--- config.mk ---
export PLATFORM = sky130hd
export DESIGN_NAME = shell_word_tokenizer_unit
export DESIGN_NICKNAME = d
export VERILOG_FILES = /design/src/rtl/core/swt_pkg.sv /design/src/rtl/core/shell_word_tokenizer_unit.sv /design/src/rtl/core/swt_step.sv /design/src/rtl/core/swt_expand.sv
export SDC_FILE = /design/constraint.sdc
export NUM_CORES = 1
export LEC_CHECK = 0
export ABC_AREA = 0
export ABC_CLOCK_PERIOD_IN_PS = 7300
export BUFFER_PORTS_ARGS = -buffer_cell sky130_fd_sc_hd__buf_2
export CAP_MARGIN = 25
export CORE_MARGIN = 1
export CORE_UTILIZATION = 59
export CTS_CLUSTER_SIZE = 30
export DETAILED_ROUTE_END_ITERATION = 10
export GPL_TIMING_DRIVEN = 1
export PLACE_DENSITY = 0.82
export SETUP_SLACK_MARGIN = 0.02
export SYNTH_ARGS = -nofsm -noshare
export SYNTH_HDL_FRONTEND = slang
export SYNTH_SLANG_ARGS = --single-unit
--- constraint.sdc ---
create_clock -name clk -period 7.3 [get_ports clk]
set_input_delay 1.46 -clock clk [delete_from_list [all_inputs] [get_ports clk]]
set_output_delay 1.46 -clock clk [all_outputs]
set_load 0.01 [all_outputs]
--- src/rtl/core/swt_pkg.sv ---
package swt_pkg;

	// character codes the splitter reacts to
	localparam logic [7:0] CH_SPACE     = 8'h20;
	localparam logic [7:0] CH_TAB       = 8'h09;
	localparam logic [7:0] CH_LF        = 8'h0a;
	localparam logic [7:0] CH_CR        = 8'h0d;
	localparam logic [7:0] CH_SQUOTE    = 8'h27;
	localparam logic [7:0] CH_DQUOTE    = 8'h22;
	localparam logic [7:0] CH_BACKSLASH = 8'h5c;

	// one input item gives at most this many results
	localparam int MAX_RESULTS = 4;
	localparam int CNT_W       = $clog2(MAX_RESULTS + 1);
	localparam int IDX_W       = $clog2(MAX_RESULTS);

	typedef enum logic [1:0] {
		KIND_BYTE = 2'd0,
		KIND_WEND = 2'd1,
		KIND_OK   = 2'd2,
		KIND_ERR  = 2'd3
	} kind_t;

	typedef enum logic [1:0] {
		Q_OUT    = 2'd0,
		Q_SINGLE = 2'd1,
		Q_DOUBLE = 2'd2
	} quote_t;

	// error codes carried with a line error
	localparam logic ERR_OPEN_QUOTE  = 1'b0;
	localparam logic ERR_TRAIL_ESC   = 1'b1;

	typedef struct packed {
		kind_t      kind;
		logic [7:0] word_byte;
		logic       error_code;
	} result_t;

	typedef result_t [MAX_RESULTS-1:0] res_list_t;

endpackage

--- src/rtl/core/shell_word_tokenizer_unit.sv ---
// Shell-style word splitter, one command-line byte per input transfer.
// Input channel s_*: s_tdata carries the byte, s_tuser says the byte is
// present (zero lets an empty line close), s_tlast ends the line.
// Output channel m_*: s_tuser-like m_tuser gives the result kind (word
// byte, word end, line accepted, line error), m_tdata holds the word byte
// and the error code, m_tlast marks the final result of one input item.
// An item is registered in the input register, tokenized combinationally
// from it, and its results go to the result register that drives the
// output. Throughput: one input transfer per cycle while each item gives at
// most one result and the receiver does not stall; the single result
// register sends one result per transfer, holding the input until all are sent.
// Items giving no result pass through without using an output cycle.
// When the receiver stalls, the result register holds and the input
// register fills, after which s_tready drops.
// Reset clears both registers and returns the tokenizer to outside any
// quote with no word in progress.
module shell_word_tokenizer_unit (
	input  logic        clk,
	input  logic        arst_n,
	input  logic        s_tvalid,
	output logic        s_tready,
	input  logic [7:0]  s_tdata,   // [7:0] char_byte
	input  logic [0:0]  s_tuser,   // [0] has_byte
	input  logic        s_tlast,
	output logic        m_tvalid,
	input  logic        m_tready,
	output logic [15:0] m_tdata,   // [7:0] word_byte, [8] error_code, rest zero
	output logic [1:0]  m_tuser,   // [1:0] kind
	output logic        m_tlast
);
	import swt_pkg::*;

	logic             valid_s1;
	logic [7:0]       char_s1;
	logic             has_s1;
	logic             eol_s1;
	logic             out_free;
	logic             advance;
	res_list_t        res;
	logic [CNT_W-1:0] res_cnt;

	assign advance  = valid_s1 && out_free;
	assign s_tready = !valid_s1 || out_free;

	// input register control
	always_ff @(posedge clk or negedge arst_n) begin
		if (!arst_n) begin
			valid_s1 <= 1'b0;
		end else if (s_tready) begin
			valid_s1 <= s_tvalid;
		end
	end

	// input register payload
	always_ff @(posedge clk) begin
		if (s_tvalid && s_tready) begin
			char_s1 <= s_tdata;
			has_s1  <= s_tuser[0];
			eol_s1  <= s_tlast;
		end
	end

	swt_step u_step (
		.clk         (clk),
		.arst_n      (arst_n),
		.advance     (advance),
		.char_byte   (char_s1),
		.has_byte    (has_s1),
		.end_of_line (eol_s1),
		.res         (res),
		.res_cnt     (res_cnt)
	);

	swt_expand u_expand (
		.clk      (clk),
		.arst_n   (arst_n),
		.load     (advance),
		.res_in   (res),
		.cnt_in   (res_cnt),
		.free     (out_free),
		.m_tvalid (m_tvalid),
		.m_tready (m_tready),
		.m_tdata  (m_tdata),
		.m_tuser  (m_tuser),
		.m_tlast  (m_tlast)
	);

endmodule

--- src/rtl/core/swt_step.sv ---
module swt_step (
	input  logic                      clk,
	input  logic                      arst_n,
	input  logic                      advance,
	input  logic [7:0]                char_byte,
	input  logic                      has_byte,
	input  logic                      end_of_line,
	output swt_pkg::res_list_t        res,
	output logic [swt_pkg::CNT_W-1:0] res_cnt
);
	import swt_pkg::*;

	quote_t quote_q;
	logic   esc_q;
	logic   dq_bs_q;
	logic   word_q;

	quote_t quote_d;
	logic   esc_d;
	logic   dq_bs_d;
	logic   word_d;
	logic   is_space;

	assign is_space = (char_byte == CH_SPACE) || (char_byte == CH_TAB) ||
	                  (char_byte == CH_LF) || (char_byte == CH_CR);

	// tokenizer step: next state and the list of results for one item
	always_comb begin
		res      = '0;
		res_cnt  = '0;
		quote_d  = quote_q;
		esc_d    = esc_q;
		dq_bs_d  = dq_bs_q;
		word_d   = word_q;

		// byte handling
		if (has_byte) begin
			if (esc_d) begin
				esc_d = 1'b0;
				res[res_cnt[IDX_W-1:0]] = '{KIND_BYTE, char_byte, 1'b0};
				res_cnt = res_cnt + 1'b1;
			end else begin
				case (quote_d)
					Q_SINGLE: begin
						if (char_byte == CH_SQUOTE) begin
							quote_d = Q_OUT;
						end else begin
							res[res_cnt[IDX_W-1:0]] = '{KIND_BYTE, char_byte, 1'b0};
							res_cnt = res_cnt + 1'b1;
						end
					end
					Q_DOUBLE: begin
						if (dq_bs_d) begin
							dq_bs_d = 1'b0;
							if (char_byte != CH_DQUOTE && char_byte != CH_BACKSLASH) begin
								res[res_cnt[IDX_W-1:0]] = '{KIND_BYTE, CH_BACKSLASH, 1'b0};
								res_cnt = res_cnt + 1'b1;
							end
							res[res_cnt[IDX_W-1:0]] = '{KIND_BYTE, char_byte, 1'b0};
							res_cnt = res_cnt + 1'b1;
						end else if (char_byte == CH_DQUOTE) begin
							quote_d = Q_OUT;
						end else if (char_byte == CH_BACKSLASH) begin
							dq_bs_d = 1'b1;
						end else begin
							res[res_cnt[IDX_W-1:0]] = '{KIND_BYTE, char_byte, 1'b0};
							res_cnt = res_cnt + 1'b1;
						end
					end
					default: begin
						if (is_space) begin
							if (word_d) begin
								word_d = 1'b0;
								res[res_cnt[IDX_W-1:0]] = '{KIND_WEND, 8'h00, 1'b0};
								res_cnt = res_cnt + 1'b1;
							end
						end else begin
							word_d = 1'b1;
							if (char_byte == CH_SQUOTE) begin
								quote_d = Q_SINGLE;
							end else if (char_byte == CH_DQUOTE) begin
								quote_d = Q_DOUBLE;
							end else if (char_byte == CH_BACKSLASH) begin
								esc_d = 1'b1;
							end else begin
								res[res_cnt[IDX_W-1:0]] = '{KIND_BYTE, char_byte, 1'b0};
								res_cnt = res_cnt + 1'b1;
							end
						end
					end
				endcase
			end
		end

		// line close
		if (end_of_line) begin
			if (esc_d) begin
				res[res_cnt[IDX_W-1:0]] = '{KIND_ERR, 8'h00, ERR_TRAIL_ESC};
				res_cnt = res_cnt + 1'b1;
			end else if (quote_d == Q_SINGLE || quote_d == Q_DOUBLE) begin
				res[res_cnt[IDX_W-1:0]] = '{KIND_ERR, 8'h00, ERR_OPEN_QUOTE};
				res_cnt = res_cnt + 1'b1;
			end else begin
				if (word_d) begin
					res[res_cnt[IDX_W-1:0]] = '{KIND_WEND, 8'h00, 1'b0};
					res_cnt = res_cnt + 1'b1;
				end
				res[res_cnt[IDX_W-1:0]] = '{KIND_OK, 8'h00, 1'b0};
				res_cnt = res_cnt + 1'b1;
			end
			quote_d = Q_OUT;
			esc_d   = 1'b0;
			dq_bs_d = 1'b0;
			word_d  = 1'b0;
		end
	end

	// tokenizer state, updated when the item moves on
	always_ff @(posedge clk or negedge arst_n) begin
		if (!arst_n) begin
			quote_q <= Q_OUT;
			esc_q   <= 1'b0;
			dq_bs_q <= 1'b0;
			word_q  <= 1'b0;
		end else if (advance) begin
			quote_q <= quote_d;
			esc_q   <= esc_d;
			dq_bs_q <= dq_bs_d;
			word_q  <= word_d;
		end
	end

endmodule

--- src/rtl/core/swt_expand.sv ---
module swt_expand (
	input  logic                      clk,
	input  logic                      arst_n,
	input  logic                      load,
	input  swt_pkg::res_list_t        res_in,
	input  logic [swt_pkg::CNT_W-1:0] cnt_in,
	output logic                      free,
	output logic                      m_tvalid,
	input  logic                      m_tready,
	output logic [15:0]               m_tdata,  // [7:0] word_byte, [8] error_code, rest zero
	output logic [1:0]                m_tuser,  // [1:0] kind
	output logic                      m_tlast
);
	import swt_pkg::*;

	res_list_t        res_s2;
	logic [CNT_W-1:0] cnt_s2;
	logic             valid_s2;
	logic [IDX_W-1:0] idx_q;
	logic             at_last;
	result_t          cur;

	assign at_last = ({1'b0, idx_q} == cnt_s2 - 1'b1);
	assign free    = !valid_s2 || (m_tready && at_last);
	assign cur     = res_s2[idx_q];

	// output fields from the held result list
	assign m_tvalid = valid_s2;
	assign m_tdata  = {7'd0, cur.error_code, cur.word_byte};
	assign m_tuser  = cur.kind;
	assign m_tlast  = at_last;

	// control: load a new list or step through the held one
	always_ff @(posedge clk or negedge arst_n) begin
		if (!arst_n) begin
			valid_s2 <= 1'b0;
			idx_q    <= '0;
		end else if (load) begin
			valid_s2 <= (cnt_in != '0);
			idx_q    <= '0;
		end else if (valid_s2 && m_tready) begin
			if (at_last) begin
				valid_s2 <= 1'b0;
			end else begin
				idx_q <= idx_q + 1'b1;
			end
		end
	end

	// result payload
	always_ff @(posedge clk) begin
		if (load) begin
			res_s2 <= res_in;
			cnt_s2 <= cnt_in;
		end
	end

endmodule
After elaboration in Yosys (flattened, before gate mapping) --
Cells that the tools add are included.
Storage, ports and cells: flip-flop bits (word level) 66, input bits 14, logic and storage cells 178
Cells by class: add/subtract/negate cells 5, $lt $le $gt $ge 7, eq/ne operators 16, multiplexer cells 90, bitwise operators 12, reduce and logical (&&, ||, !) cells 25
Operator list (number):
- $mux W44 | 8
- $mux W11 | 12
- $mux W33 | 3
- $and A40 B40 Y40 | 2
- $not A40 Y40 | 2
- $demux W11 S2 | 3
- $mux W3 | 16
- $bwmux W44 | 1
- $and A36 B36 Y36 | 1
- $not A36 Y36 | 1
- $and A32 B32 Y32 | 1
- $not A32 Y32 | 1
- $mux W9 | 3
- $mux W1 | 26
- $eq A8 B4 Y1 const B | 3
- $eq A8 B6 Y1 const B | 3
- $mux W2 | 12
- $bmux W11 S2 | 1
- $pmux W11 S2 | 1
- $lt A2 B3 Y1 const B | 4
- $or A12 B12 Y12 | 1
- $mux W10 | 1
- $add A3 B1 Y3 const B | 3
- $eq A8 B7 Y1 const B | 1
- other kinds (22) | 45

Longest topological paths before layout --
depth after elaboration 26, mapped depth 17

Cells and area by module --
Synthesis repeated with hierarchy kept, for this count alone.
Second synthesis, totals: cells, all modules 346, area total of the unflattened synthesis 4011.3 um2
Modules (own cells, without submodules):
- swt_expand | instances 1, cells each 101, area an instance 2050.7 um2
- swt_step | instances 1, cells each 230, area an instance 1600.3 um2
- shell_word_tokenizer_unit | instances 1, cells each 15, area an instance 360.3 um2

Least setup slack after synthesis --
OpenSTA, ideal clock, no wires.
path type register to register, from reg char_s1[2], to reg u_expand.valid_s2 (netlist: u_expand.m_tvalid), library setup time 126 ps, data arrival time 3726 ps, required time 7174 ps, slack 3448 ps, cell stages (with the launch flop) 16, path buffers 2, period minus slack after synthesis 3852 ps, cell sequence edfxtp_1 buf_6 or4_4 or4b_4 a21oi_4 o211ai_2 and3_1 buf_6 ha_1 nor2_1 a21o_1 ha_1 and2_1 a211oi_1 o221ai_1 a311o_1
On the way: cells in the longest elaborated chain, start to end 23, elaborated cells on any way between the ends 62
RTL lines:
- from (decl) | line shell_word_tokenizer_unit.sv:34 | logic [7:0] char_s1;
- from (signal assigned) | line shell_word_tokenizer_unit.sv:57 | char_s1 <= s_tdata;
- $ne A8 B6 Y1 / $ne A8 B7 Y1 (equally long branches) | line swt_step.sv:55 | if (char_byte != CH_DQUOTE && char_byte != CH_BACKSLASH) begin
- $logic_and A1 B1 Y1 | line swt_step.sv:55
- $mux W1 | line swt_step.sv:55
- $mux W3 | line swt_step.sv:53 | if (dq_bs_d) begin
- $mux W3 | line swt_step.sv:43 | case (quote_d)
- $mux W3 | line swt_step.sv:38 | if (esc_d) begin
- $mux W3 | line swt_step.sv:37 | if (has_byte) begin
- $add A3 B1 Y3 | line swt_step.sv:60 | res_cnt = res_cnt + 1'b1;
- [... 7 more ...]
- $mux W3 | line swt_step.sv:97 | if (esc_d) begin
- $mux W3 | line swt_step.sv:96 | if (end_of_line) begin
- $add A3 B1 Y3 | line swt_step.sv:109 | res_cnt = res_cnt + 1'b1;
- $mux W3 | line swt_step.sv:100 | end else if (quote_d == Q_SINGLE || quote_d == Q_DOUBLE) begin
- $mux W3 | line swt_step.sv:97
- $mux W3 (*) | line swt_step.sv:96
- $reduce_bool A3 Y1 (*) | line swt_expand.sv:39 | valid_s2 <= (cnt_in != '0);
- $mux W1 (*) | line swt_expand.sv:38 | end else if (load) begin
- to (signal assigned) | line swt_expand.sv:39
- to (decl) | line swt_expand.sv:18 | logic valid_s2;
Every way passes the cells marked *; elsewhere a longest branch is shown, timed or not. The select of a mux whose other input is x is not followed. A chain may end at the register's enable or synchronous reset.

Worst setup path after layout --
from reg char_s1[7], to reg u_expand.valid_s2 (netlist: u_expand.m_tvalid)
Same word-level chain as after synthesis.

==> summary.md <==
| Metric | Value |
|---|---|
| Status | finished, final reports clean |
| DRC Markers | 0 |
| Max-cap viol count | 0 |
| Drt first pass iters | 5 |
| Worst-margin pin slew | 0.847 ns |
| Lkg Pwr | 1.37 nW |
| CP max-delay cell | nor4b_1 |
| Synth Area in Adders | 0.0476 |
| HPWL Detailed | 4800 um |
| Max H-tree Level | 2 |
| Yosys reg bits | 50 |
| Max-slew violation count | 0 |
| Largest stage delay, worst path | 0.79 ns |
| # setup viols final | 0 |
| Hold Fails Final Rpt | 0 |
| Hold WC Path Type | register to register |
| Critical Path Most Common Cell | ha_1 |
| Synth top area cells | edfxtp_1 (39%), dfrtp_1 (7.1%), ha_1 (4.8%) |
| Power consumption | 1.55 mW |
| Initial antenna violation count | 0 |
| Share of synthesized registers carrying an async set or reset | 0.180 |
| Setup Skew | 0.00954 ns |
| WL final | 6470 um |
| Vias | between 2000 and 2500 |
| Crit Path Class | register to register |
| Max Clk Rate | 238 MHz |
| Setup TNS | 0 ns |
| Worst vdd ir | 0.280 mV |
| Worst setup path start | char_s1[7]$_DFFE_PP_ |
| Top_reg_cell synth | edfxtp_1 |
| CTS tree | yes |
| Post-Synth XOR/XNOR Area | 0.0167 |
| Nets | around 350 |
| Crit. End Element | register |
| Gr usage total | 0.252 |
| Io pins | 35 |
| Global-route wire length before repair | approximately 10000 um |
| Num rows | 26 |
| Vias in the first global route | 2118 |
| Total grt overflow | 0 |
| Reg2Reg Capture Point | u_expand.m_tvalid$_DFFE_PN0P_ |
| Mapped Avg Cell Area | a little over 10 um2 |
| Simple-gate share of the synthesized area | 0.175 |
| Via density per instance | 6.11 |
| I/O Buffers | 27 |
| Cell area after synthesis | ~0.0032 mm2 |
| Synth warn | 0 |
| Critical-path maximum fanout | 7 |
| Relative max-transition margin | 0.428 |
| Pwr/cell area | 460 mW/mm2 |
| Worst path arrival time | 4.39 ns |
| CTS root buffer | clkbuf_8 |
| Yosys cell types | 68 |
| CTS buffer count | 5 |
| CTS Hold Buffers Added | 0 |
| Crit-path cells | nor4b_1 > a22oi_1 > o2111ai_1 > and3_1 > ha_1 > nor2_1 > a21o_1 > ha_1 > and2_1 > a211oi_1 > o221ai_1 > a311o_1 |
| Bufs on Longest Clock Path | 2 |
| Tmin final | roughly 4.2 ns |
| Syn Inst Count | 308 |
| Layout cell share with drive strength beyond 1 | 0.144 |
| Fin crit share | 0.576 |
| Post-synth EDFFs | 41 |
| Synth Area in Compound Gates | 0.168 |
| Critical path required time | approximately 7.5 ns |
| Share of the synthesized area in the top cell type | 0.390 |
| Register area share after synthesis | 0.462 |
| Worst Setup EP | u_expand.m_tvalid$_DFFE_PN0P_ |
| Die W | approximately 75 um |
| Reg-to-reg startpoint | char_s1[7]$_DFFE_PP_ |
| Antenna Nets Post-Route | 0 |
| Antenna diodes | 0 |
| Area Growth Syn to Fin | 7.02% |
| Post-CTS Setup Inserts | 0 |
| Post-CTS sizing | 0 |
| Die H | ~75 um |
| Drt wl/cell | 16.3 um |
| Cell family with most CP delay | compound AO/OA/AOI/OAI gates |
| Post-synth top area cell | edfxtp_1 |
| Largest net degree at the start of global routing | 36 |
| Worst-skew pair later-pin latency | approximately 0.3 ns |
| CTS clock-pin slew for the worst setup and hold paths | 0.09 ns |
| Placer congestion estimate | 0.943 |
| Largest family of logic cells by synthesized area | simple AND/OR/NAND/NOR gates |
| Critical Path Start Type | register |
| Mux contribution to synthesized area | 0.0595 |
| Die ar. | 0.00564 mm2 |
| Core area | about 0.0051 mm2 |
| Initial Util | 0.614 |
| Clock sink total | 50 |
| Cell depth of the worst setup path | 12 |
| RSZ-0062 raised after global routing | false |
| Slack of the worst reg-to-reg path | 3.09 ns |
| Buf/Inv on CP | 0 |
| Worst Reg2Reg Path Length in Cells | 12 |
| Drt initial violations | about 230 |
## synthesized netlist by cell type (2+ instances only)
| cell type | instances |
|---|---|
| edfxtp_1 | 41 |
| nor2_1 | 36 |
| inv_1 | 21 |
| nand2_1 | 19 |
| a21oi_1 | 17 |
| clkbuf_1 | 14 |
| ha_1 | 12 |
| mux2i_1 | 12 |
| and2_1 | 10 |
| o21ai_0 | 10 |
| dfrtp_1 | 9 |
| nand3_1 | 9 |
| buf_4 | 7 |
| nand4_1 | 7 |
| and3_1 | 5 |
| xnor2_1 | 4 |
| buf_6 | 3 |
| mux4_2 | 3 |
| nand2b_1 | 3 |
| o211ai_1 | 3 |
| o22ai_1 | 3 |
| o31ai_1 | 3 |
| a211o_1 | 2 |
| a21o_1 | 2 |
| a22oi_1 | 2 |
| a31o_2 | 2 |
| and3b_1 | 2 |
| nor3_1 | 2 |
| nor3b_1 | 2 |
| nor4_1 | 2 |
| o211ai_2 | 2 |
| o311a_1 | 2 |
| xor2_1 | 2 |
## kinds of logic (layout without fill, tap and decap cells)
family,count (synthesis),count (layout)
fa+ha+maj,12,12
simple gates,106,106
flops,50,50
buf+inv,46,58
other cells,1,7
mux,15,15
compound gates,72,72
xor+xnor,6,6
## cells in the final DEF, fill, tap and decap left out, types with 3 or more instances in the layout
cell type  synthesis  layout
a21oi_1           17      17
and2_1            10      10
and3_1             5       5
buf_2              0      27
clkbuf_8           0       5
conb_1             1       7
dfrtp_1            9       9
edfxtp_1          41      41
ha_1              12      12
inv_1             21      21
mux2i_1           12      12
mux4_2             3       3
nand2_1           19      19
nand2b_1           3       3
nand3_1            9       9
nand4_1            7       7
nor2_1            36      36
o211ai_1           3       3
o21ai_0           10      10
o22ai_1            3       3
o31ai_1            3       3
xnor2_1            4       4
## sequential cells by signal, indices dropped and copies added, names as in the netlist, 2 cells and up
name,count
u_expand.res_s2,28
char_s1,8
u_expand.cnt_s2,3
u_expand.idx_q,2
u_step.quote_q,2
## cell type report
type | instances | area, um2
Fill cell | 416 | 1760
Multi-Input combinational cell | 218 | 1500
Sequential cell | 50 | 1460
Timing Repair Buffer | 29 | 148
Tap cell | 70 | 87.6
Inverter | 21 | 78.8
Clock buffer | 7 | 76.3
Clock inverter | 1 | 30.0
## metrics by stage
stage	setup WS (ns)	utilization	std cells	area, um2	hold slack [ns]
2_1_floorplan	3.45	-	314	3180	0.489
3_3_place_gp	3.19	0.635	387	3260	0.578
3_5_place_dp	2.99	0.635	387	3260	0.584
4_1_cts	2.94	0.656	395	3370	0.603
5_1_grt	2.86	0.657	396	3380	0.644
6_report	3.09	0.657	396	3380	0.604
## worst min path at each step
stage	startpoint	end	slack, ns	depth (start not counted)
2_1_floorplan	u_step.word_q$_DFFE_PN0P_	u_step.word_q$_DFFE_PN0P_	0.49	2
3_3_place_gp	u_step.word_q$_DFFE_PN0P_	u_step.word_q$_DFFE_PN0P_	0.58	2
3_5_place_dp	u_step.word_q$_DFFE_PN0P_	u_step.word_q$_DFFE_PN0P_	0.58	2
4_1_cts	u_step.word_q$_DFFE_PN0P_	u_step.word_q$_DFFE_PN0P_	0.60	2
5_1_grt	u_step.word_q$_DFFE_PN0P_	u_step.word_q$_DFFE_PN0P_	0.64	2
6_report	u_step.word_q$_DFFE_PN0P_	u_step.word_q$_DFFE_PN0P_	0.60	2
## worst reg2reg max path, stage by stage (launching register included)
cell       delay, ns
edfxtp_1        0.53
nor4b_1         0.79
a22oi_1         0.34
o2111ai_1       0.31
and3_1          0.37
ha_1            0.30
nor2_1          0.12
a21o_1          0.15
ha_1            0.24
and2_1          0.15
a211oi_1        0.31
o221ai_1        0.18
a311o_1         0.30
## where the power goes
| part | internal [mW] | total (mW) | switching, mW |
|---|---|---|---|
| Clock | 0.103 | 0.187 | 0.0847 |
| Sequential | 0.446 | 0.540 | 0.0945 |
| Combinational | 0.328 | 0.827 | 0.499 |
## layer usage
layer  GRT usage  vias up  part of all wire  wire [um]
met4      0.0881        0             0.016        106
met5           0        -                 0          0
met3      0.0482       13             0.091        589
li1            -     1161                 -          -
met1       0.351     1119              0.43       2800
met2       0.395      128              0.46       2970
No activity file was read; power rests on OpenSTA's default activity.
